--- config.mk ---
export PLATFORM = sky130hd
export DESIGN_NAME = three_port_bitplane_pwm_unit
export DESIGN_NICKNAME = d
export VERILOG_FILES = /design/src/design/tpbp_pkg.sv /design/src/design/tpbp_store.sv /design/src/design/tpbp_sweep.sv /design/src/design/three_port_bitplane_pwm_unit.sv
export SDC_FILE = /design/constraint.sdc
export NUM_CORES = 1
export LEC_CHECK = 0
export BUFFER_PORTS_ARGS = -buffer_cell sky130_fd_sc_hd__buf_2
export CORE_ASPECT_RATIO = 1.5
export CORE_UTILIZATION = 37
export CTS_BUF_LIST = sky130_fd_sc_hd__clkbuf_2 sky130_fd_sc_hd__clkbuf_4 sky130_fd_sc_hd__clkbuf_8
export DETAILED_ROUTE_END_ITERATION = 8
export PLACE_DENSITY = 0.53
export SETUP_SLACK_MARGIN = 0.15
export SYNTH_ARGS = -nofsm -noshare
export SYNTH_HDL_FRONTEND = slang
export SYNTH_SLANG_ARGS = --single-unit
--- constraint.sdc ---
create_clock -name clk -period 4.65 [get_ports clk]
set_clock_uncertainty 0.15 [all_clocks]
set_input_delay 0.465 -clock clk [delete_from_list [all_inputs] [get_ports clk]]
set_output_delay 0.465 -clock clk [all_outputs]
set_load 0.02 [all_outputs]
--- src/design/tpbp_pkg.sv ---
// ----------------------------------------------------------------------------
// tpbp_pkg
// Shared types and constants for the three-port bit-plane PWM unit.
// ----------------------------------------------------------------------------
`default_nettype none

package tpbp_pkg;

  // Three ports of eight pins each; one pattern row holds all three bytes.
  localparam int unsigned NUM_PORTS = 3;
  localparam int unsigned PORT_W    = 8;
  localparam int unsigned ROW_W     = NUM_PORTS * PORT_W;
  localparam int unsigned BIT_SEL_W = 5;

  // Item commands.
  localparam logic CMD_SET_DUTY = 1'b0;
  localparam logic CMD_TICK     = 1'b1;

  // Result status codes.
  localparam logic STATUS_OK  = 1'b0;
  localparam logic STATUS_BAD = 1'b1;

  // Highest valid port number and first pin number out of range.
  localparam logic [3:0] PORT_MAX  = 4'd2;
  localparam logic [3:0] PIN_LIMIT = 4'd8;

  typedef logic [PORT_W-1:0] port_byte_t;

  // Control of the pattern store for one cycle.
  typedef struct packed {
    logic                 clr;      // write a zero row
    logic                 wr_bit;   // write a single bit of a row
    logic                 rd;       // read a row into the output register
    logic                 bit_val;  // value for a single-bit write
    logic [BIT_SEL_W-1:0] bit_sel;  // port * 8 + pin
  } store_ctl_t;

  // Control of the slot sweep unit.
  typedef struct packed {
    logic start;  // reset the slot index and load a new duty
    logic step;   // advance the slot index
  } sweep_ctl_t;

endpackage : tpbp_pkg

`default_nettype wire

--- src/design/tpbp_store.sv ---
// ----------------------------------------------------------------------------
// tpbp_store
// Bit-plane pattern memory: one row per time slot, one byte per port.
// ----------------------------------------------------------------------------
`default_nettype none

module tpbp_store #(
  parameter int unsigned SLOT_COUNT = 16,
  parameter int unsigned AW         = 4
) (
  input  wire                      clk,
  input  tpbp_pkg::store_ctl_t     ctl,
  input  wire [AW-1:0]             waddr,
  input  wire [AW-1:0]             raddr,
  output logic [tpbp_pkg::ROW_W-1:0] rdata
);

  logic [tpbp_pkg::ROW_W-1:0] mem [SLOT_COUNT];
  logic [tpbp_pkg::ROW_W-1:0] rdata_r;

  // Whole-row clear, single-bit write and registered row read.
  always_ff @(posedge clk) begin
    if (ctl.clr) begin
      mem[waddr] <= '0;
    end else if (ctl.wr_bit) begin
      mem[waddr][ctl.bit_sel] <= ctl.bit_val;
    end
    if (ctl.rd) begin
      rdata_r <= mem[raddr];
    end
  end

  assign rdata = rdata_r;

endmodule : tpbp_store

`default_nettype wire

--- src/design/tpbp_sweep.sv ---
// ----------------------------------------------------------------------------
// tpbp_sweep
// Slot index counter with the shared duty compare used by every sweep.
// ----------------------------------------------------------------------------
`default_nettype none

module tpbp_sweep #(
  parameter int unsigned SLOT_COUNT = 16,
  parameter int unsigned AW         = 4
) (
  input  wire                   clk,
  input  wire                   rst_n,
  input  tpbp_pkg::sweep_ctl_t  ctl,
  input  wire [7:0]             duty,
  output logic [AW-1:0]         idx,
  output logic                  on,
  output logic                  last
);

  logic [AW-1:0] idx_r;
  logic [AW-1:0] idx_nxt;
  logic [7:0]    duty_r;

  // Index steps once per cycle of a sweep and restarts at zero.
  always_comb begin
    idx_nxt = idx_r;
    if (ctl.start) begin
      idx_nxt = '0;
    end else if (ctl.step) begin
      idx_nxt = last ? '0 : idx_r + AW'(1);
    end
  end

  always_ff @(posedge clk) begin
    if (!rst_n) begin
      idx_r <= '0;
    end else begin
      idx_r <= idx_nxt;
    end
  end

  // The duty needs no reset; it is loaded before each sweep that uses it.
  always_ff @(posedge clk) begin
    if (ctl.start) begin
      duty_r <= duty;
    end
  end

  // A slot below the duty is on. Slots never exceed the slot count, so a
  // larger duty behaves as if clamped to it.
  assign on   = (8'(idx_r) < duty_r);
  assign last = (idx_r == AW'(SLOT_COUNT - 1));
  assign idx  = idx_r;

endmodule : tpbp_sweep

`default_nettype wire

--- src/design/three_port_bitplane_pwm_unit.sv ---
// ----------------------------------------------------------------------------
// three_port_bitplane_pwm_unit
// Software PWM for three 8-pin ports held as a bit-plane pattern store.
// ----------------------------------------------------------------------------
// Usage:
//   Input items (in_cmd, in_port_index, in_pin_index, in_duty) transfer on
//   in_valid with in_stall low; results transfer on out_valid with out_stall
//   low. Each item gives exactly one result.
//   A tick reads the pattern row of the current slot and shows each port's
//   byte masked by its drive mask, then advances the slot.
//   A set-duty item writes the pin's bit in every slot row, one row a cycle
//   through the shared slot counter and duty compare. A bad port or a pin
//   of 8 or more writes nothing and goes straight to the post state.
//   The block takes one item at a time; in_stall is high while it works.
//   A result that is stalled is held in the output register; a new item
//   may be taken meanwhile, and its result waits until the register frees.
//   After reset the pattern store is cleared, one row a cycle, and no
//   item is taken until every row is clear.
// ----------------------------------------------------------------------------
`default_nettype none

module three_port_bitplane_pwm_unit #(
  parameter int unsigned SLOT_COUNT = 16
) (
  input  wire        clk,
  input  wire        rst_n,
  // Input channel.
  input  wire        in_valid,
  output logic       in_stall,
  input  wire        in_cmd,
  input  wire [3:0]  in_port_index,
  input  wire [3:0]  in_pin_index,
  input  wire [7:0]  in_duty,
  // Result channel.
  output logic       out_valid,
  input  wire        out_stall,
  output logic       out_status,
  output logic [7:0] out_port_a_level,
  output logic [7:0] out_port_a_drive,
  output logic [7:0] out_port_b_level,
  output logic [7:0] out_port_b_drive,
  output logic [7:0] out_port_c_level,
  output logic [7:0] out_port_c_drive
);

  localparam int unsigned AW = $clog2(SLOT_COUNT);

  // Sequencer states.
  localparam logic [2:0] ST_CLEAR = 3'd0;
  localparam logic [2:0] ST_IDLE  = 3'd1;
  localparam logic [2:0] ST_SWEEP = 3'd2;
  localparam logic [2:0] ST_READ  = 3'd3;
  localparam logic [2:0] ST_POST  = 3'd4;

  logic [2:0] state_r, state_nxt;
  logic [AW-1:0] slot_r, slot_nxt;
  tpbp_pkg::port_byte_t mask_r [tpbp_pkg::NUM_PORTS];
  tpbp_pkg::port_byte_t lvl_r  [tpbp_pkg::NUM_PORTS];
  logic       status_r;
  logic [1:0] port_r;
  logic [2:0] pin_r;

  logic       out_valid_r;
  logic       out_status_r;
  tpbp_pkg::port_byte_t out_lvl_r   [tpbp_pkg::NUM_PORTS];
  tpbp_pkg::port_byte_t out_drive_r [tpbp_pkg::NUM_PORTS];

  logic in_xfer;
  logic out_free;
  logic set_ok;
  logic set_bad;

  tpbp_pkg::store_ctl_t       store_ctl;
  tpbp_pkg::sweep_ctl_t       sweep_ctl;
  logic [AW-1:0]              sweep_idx;
  logic                       sweep_on;
  logic                       sweep_last;
  logic [tpbp_pkg::ROW_W-1:0] row_data;

  assign in_stall = (state_r != ST_IDLE);
  assign in_xfer  = in_valid && !in_stall;
  assign out_free = !out_valid_r || !out_stall;

  // Classify an incoming set-duty item.
  assign set_bad = (in_cmd == tpbp_pkg::CMD_SET_DUTY) && (in_port_index > tpbp_pkg::PORT_MAX);
  assign set_ok  = (in_cmd == tpbp_pkg::CMD_SET_DUTY) && !set_bad &&
                   (in_pin_index < tpbp_pkg::PIN_LIMIT);

  // Sequencer next state and unit controls.
  always_comb begin
    state_nxt         = state_r;
    sweep_ctl         = '0;
    store_ctl         = '0;
    store_ctl.bit_sel = {port_r, pin_r};
    store_ctl.bit_val = sweep_on;
    case (state_r)
      ST_CLEAR: begin
        store_ctl.clr  = 1'b1;
        sweep_ctl.step = 1'b1;
        if (sweep_last) begin
          state_nxt = ST_IDLE;
        end
      end
      ST_IDLE: begin
        if (in_xfer) begin
          if (in_cmd == tpbp_pkg::CMD_TICK) begin
            store_ctl.rd = 1'b1;
            state_nxt    = ST_READ;
          end else if (set_ok) begin
            sweep_ctl.start = 1'b1;
            state_nxt       = ST_SWEEP;
          end else begin
            state_nxt = ST_POST;
          end
        end
      end
      ST_SWEEP: begin
        store_ctl.wr_bit = 1'b1;
        sweep_ctl.step   = 1'b1;
        if (sweep_last) begin
          state_nxt = ST_POST;
        end
      end
      ST_READ: begin
        state_nxt = ST_POST;
      end
      ST_POST: begin
        if (out_free) begin
          state_nxt = ST_IDLE;
        end
      end
      default: begin
        state_nxt = ST_IDLE;
      end
    endcase
  end

  // Slot counter advances on each tick transfer and wraps.
  always_comb begin
    slot_nxt = slot_r;
    if (in_xfer && (in_cmd == tpbp_pkg::CMD_TICK)) begin
      slot_nxt = (slot_r == AW'(SLOT_COUNT - 1)) ? '0 : slot_r + AW'(1);
    end
  end

  // Control registers: state, slot, drive masks and the output valid.
  always_ff @(posedge clk) begin
    if (!rst_n) begin
      state_r     <= ST_CLEAR;
      slot_r      <= '0;
      out_valid_r <= 1'b0;
      for (int p = 0; p < tpbp_pkg::NUM_PORTS; p++) begin
        mask_r[p] <= '0;
      end
    end else begin
      state_r <= state_nxt;
      slot_r  <= slot_nxt;
      if (in_xfer && set_ok) begin
        for (int p = 0; p < tpbp_pkg::NUM_PORTS; p++) begin
          if (in_port_index[1:0] == 2'(p)) begin
            mask_r[p] <= mask_r[p] | (8'd1 << in_pin_index[2:0]);
          end
        end
      end
      if ((state_r == ST_POST) && out_free) begin
        out_valid_r <= 1'b1;
      end else if (!out_stall) begin
        out_valid_r <= 1'b0;
      end
    end
  end

  // Item fields and the pending result.
  always_ff @(posedge clk) begin
    if (in_xfer) begin
      port_r   <= in_port_index[1:0];
      pin_r    <= in_pin_index[2:0];
      status_r <= set_bad ? tpbp_pkg::STATUS_BAD : tpbp_pkg::STATUS_OK;
      for (int p = 0; p < tpbp_pkg::NUM_PORTS; p++) begin
        lvl_r[p] <= '0;
      end
    end else if (state_r == ST_READ) begin
      for (int p = 0; p < tpbp_pkg::NUM_PORTS; p++) begin
        lvl_r[p] <= row_data[p*tpbp_pkg::PORT_W +: tpbp_pkg::PORT_W] & mask_r[p];
      end
    end
  end

  // Output register, loaded when the previous result has been taken.
  always_ff @(posedge clk) begin
    if ((state_r == ST_POST) && out_free) begin
      out_status_r <= status_r;
      for (int p = 0; p < tpbp_pkg::NUM_PORTS; p++) begin
        out_lvl_r[p]   <= lvl_r[p];
        out_drive_r[p] <= mask_r[p];
      end
    end
  end

  tpbp_sweep #(
    .SLOT_COUNT (SLOT_COUNT),
    .AW         (AW)
  ) u_sweep (
    .clk   (clk),
    .rst_n (rst_n),
    .ctl   (sweep_ctl),
    .duty  (in_duty),
    .idx   (sweep_idx),
    .on    (sweep_on),
    .last  (sweep_last)
  );

  tpbp_store #(
    .SLOT_COUNT (SLOT_COUNT),
    .AW         (AW)
  ) u_store (
    .clk   (clk),
    .ctl   (store_ctl),
    .waddr (sweep_idx),
    .raddr (slot_r),
    .rdata (row_data)
  );

  assign out_valid        = out_valid_r;
  assign out_status       = out_status_r;
  assign out_port_a_level = out_lvl_r[0];
  assign out_port_a_drive = out_drive_r[0];
  assign out_port_b_level = out_lvl_r[1];
  assign out_port_b_drive = out_drive_r[1];
  assign out_port_c_level = out_lvl_r[2];
  assign out_port_c_drive = out_drive_r[2];

endmodule : three_port_bitplane_pwm_unit

`default_nettype wire
==> run metrics <==
Setup Total Neg Slack 0 ps; Antenna Nets Post-Route 0; status complete, no violations; setup ws final 1430 ps; Yosys top cell area share 70.2%; H-tree depth 3; CTS tree built; placed cell area 23,300 µm²; Worst setup EP type flop; most used standard cell by instance count after synthesis edfxtp_1; Worst Reg-to-Reg Cells 5; fill count 5,328; Req. time, crit path 4800 ps; first-pass GRT wire length 82.6 mm; global-route usage over all layers 18.6%; vias in the first global route 12,921; Final min period 3220 ps; Synth area leaders edfxtp_1 70%, mux4_2 9.7%, nor2_1 6.7%; CP endpoint u_store.mem[3][16]; measured slew at the worst slew-check pin 1170 ps; DRT Pass-1 Iters 5; slew margin rel. 21.8%; Reg clk slew, reported paths 70 ps; die area 61,000 µm²; fin. max-slew vios 0; final hold viol count 0; number of synthesized register bits 531; Non-Filler Instances 2,369; vias per inst 5.29; clk_lat worst skew 650 ps; RSZ-0062 raised after global routing no; CP startpoint kind flop; critical path class flop to flop; PwrDens 374 nW/µm²; total global routing overflow 0; post-synthesis sequential area ratio 71.3%; post-synth top area cell edfxtp_1; P_leak 9.83 nW; FF-to-FF setup slack 1430 ps; synth warn 0; P&R area growth vs syn 12.5%; HPWL after DPL 32.4 mm; DP Worst Slack 1390 ps; total CTS buffers 77; Critical Path Source u_sweep.idx[2]; CTS Buffer Depth 3; worst r2r dst u_store.mem[3][16]; CTS root buf clkbuf_8; R2R Path Start u_sweep.idx[2]; FF/Latch Area 15,800 µm²; Initial DRC Count 1,025; DR WL/cell 23.7 µm; largest net degree at the start of global routing 57; CP arrival 3370 ps; fin nets 1,563; Hold WC Path Type input port to flop; DRC violations left 0; core area 59,100 µm²; Synth Cell Area 22,200 µm²; final core occ 42.3%; Multi-input gate area 5850 µm²; Max-cap violations 0; final instance area 25,000 µm²; initial core utilization 37.6%; cells after synthesis 1,451; GPL Wtd Cong 0.763; period utilization 69.3%; Clock Sinks 531; # IOs 72; Syn Area/Cell 15.3 µm²; die extent in y 302 µm; WL final 56.0 mm; Cells after DPL 2,216; fraction of layout cells with a size suffix above 1 23.4%; Die Width 202 µm; Syn Nets 1,480; Post-synth ARST share 0%; worst hold slack 132 ps; initial antenna violation count 1; Post-synth EDFFs 519; Distinct cells, synth 55; Synth top cells by count 519 x edfxtp_1, 399 x nor2_1, 96 x mux4_2; Setup-failing EPs final 0; ys flop type edfxtp_1; PortBufs 71; FP Rows 109; overall power 9.34 mW; fmax 310 MHz; routed vias 12,534; crit-path max FO 16; Worst VDD drop 0.000188 V
[worst max-delay path, cell delays in order, from the launching register on]
cell	delay [ps]
dfxtp_1	560
ha_1	310
a21o_1	150
a31oi_1	390
o211ai_1	430
nor2_1	860
[worst min path at each step]
stage | slack (ps) | from | endpoint | depth (start not counted)
after floorplan | 250 | lvl_r[0][0] | out_lvl_r[0][0] | 0
after global placement | 250 | lvl_r[0][21] | out_lvl_r[0][21] | 0
after detailed placement | 260 | lvl_r[0][19] | out_lvl_r[0][19] | 0
after CTS | 100 | in_port_index[3] | status_r | 3
after global routing | 160 | in_port_index[3] | status_r | 3
final | 130 | in_port_index[3] | status_r | 3
[area by class of cell]
cell class	count	area share, %
sequential	531	63.4
tap	777	3.89
clock buffer	98	4.88
timing repair buffer	119	3.08
antenna	1	0.0100
inverter	9	0.135
clock inverter	38	1.17
multi-input combinational	796	23.4
[cell families after synthesis]
kind of cell / share of synthesized area [%]
AND/OR/NAND/NOR: 10.5
AO/OA/AOI/OAI: 5.24
adder cells (fa/ha/maj): 0.451
multiplexers: 9.74
flip-flops: 71.3
XOR/XNOR: 0.0789
buffers and inverters: 2.68
[power by group]
part | switching, mW | leakage, nW | total [mW] | internal, mW
Sequential | 0.0266 | 5.58 | 5.30 | 5.28
Combinational | 0.195 | 3.46 | 0.288 | 0.0937
Clock | 1.80 | 0.792 | 3.75 | 1.95
Total | 2.02 | 9.83 | 9.34 | 7.32
[state kept, by name, summed over array words and instances, names as in the netlist]
signal,flops
out_lvl_r,24
pin_r,3
out_status,1
state_r,3
out_valid,1
lvl_r,24
status_r,1
u_sweep.duty_r,8
out_drive_r,24
u_store.mem,384
u_store.rdata,24
u_sweep.idx,4
port_r,2
slot_r,4
mask_r,24
[cells in the final DEF, fill, tap and decap left out, types with 3 or more instances in the layout]
| cell type | instances |
|---|---|
| a21oi_1 | 23 |
| mux4_2 | 96 |
| buf_2 | 71 |
| clkinv_1 | 19 |
| o21ai_0 | 8 |
| nor2_1 | 398 |
| bufinv_16 | 4 |
| a22oi_1 | 48 |
| nand2_2 | 12 |
| o21a_1 | 26 |
| edfxtp_1 | 519 |
| o211ai_1 | 5 |
| dfxtp_1 | 10 |
| clkbuf_4 | 21 |
| inv_6 | 4 |
| nand2b_1 | 3 |
| and3_1 | 27 |
| nand2_1 | 53 |
| nand3_1 | 9 |
| dlygate4sd3_1 | 16 |
| nor2b_1 | 5 |
| ha_1 | 8 |
| a21oi_2 | 10 |
| buf_4 | 31 |
| and3b_1 | 5 |
| clkinv_2 | 8 |
| inv_1 | 9 |
| a21oi_4 | 14 |
| clkbuf_8 | 77 |
| nor3b_1 | 4 |
[metal layers]
metal | up-vias | track usage, % | wire (µm) | part of all wire (%)
li1 | 5566 | - | - | -
met5 | - | 0 | 0 | 0
met3 | 90 | 2.68 | 2550 | 4.6
met2 | 370 | 35.1 | 30800 | 55
met1 | 6508 | 21.3 | 21300 | 38
met4 | 0 | 6.62 | 1400 | 2.5
[repair_timing]
item / 4_1_cts / 5_1_grt
hold endpoints to repair: 18 / 0
gates resized for setup: 0 / 0
hold buffers: 16 / 0
buffers inserted: 0 / 0
endpoints found under the setup margin: 0 / 0
Power figures use the tool's default switching activity.
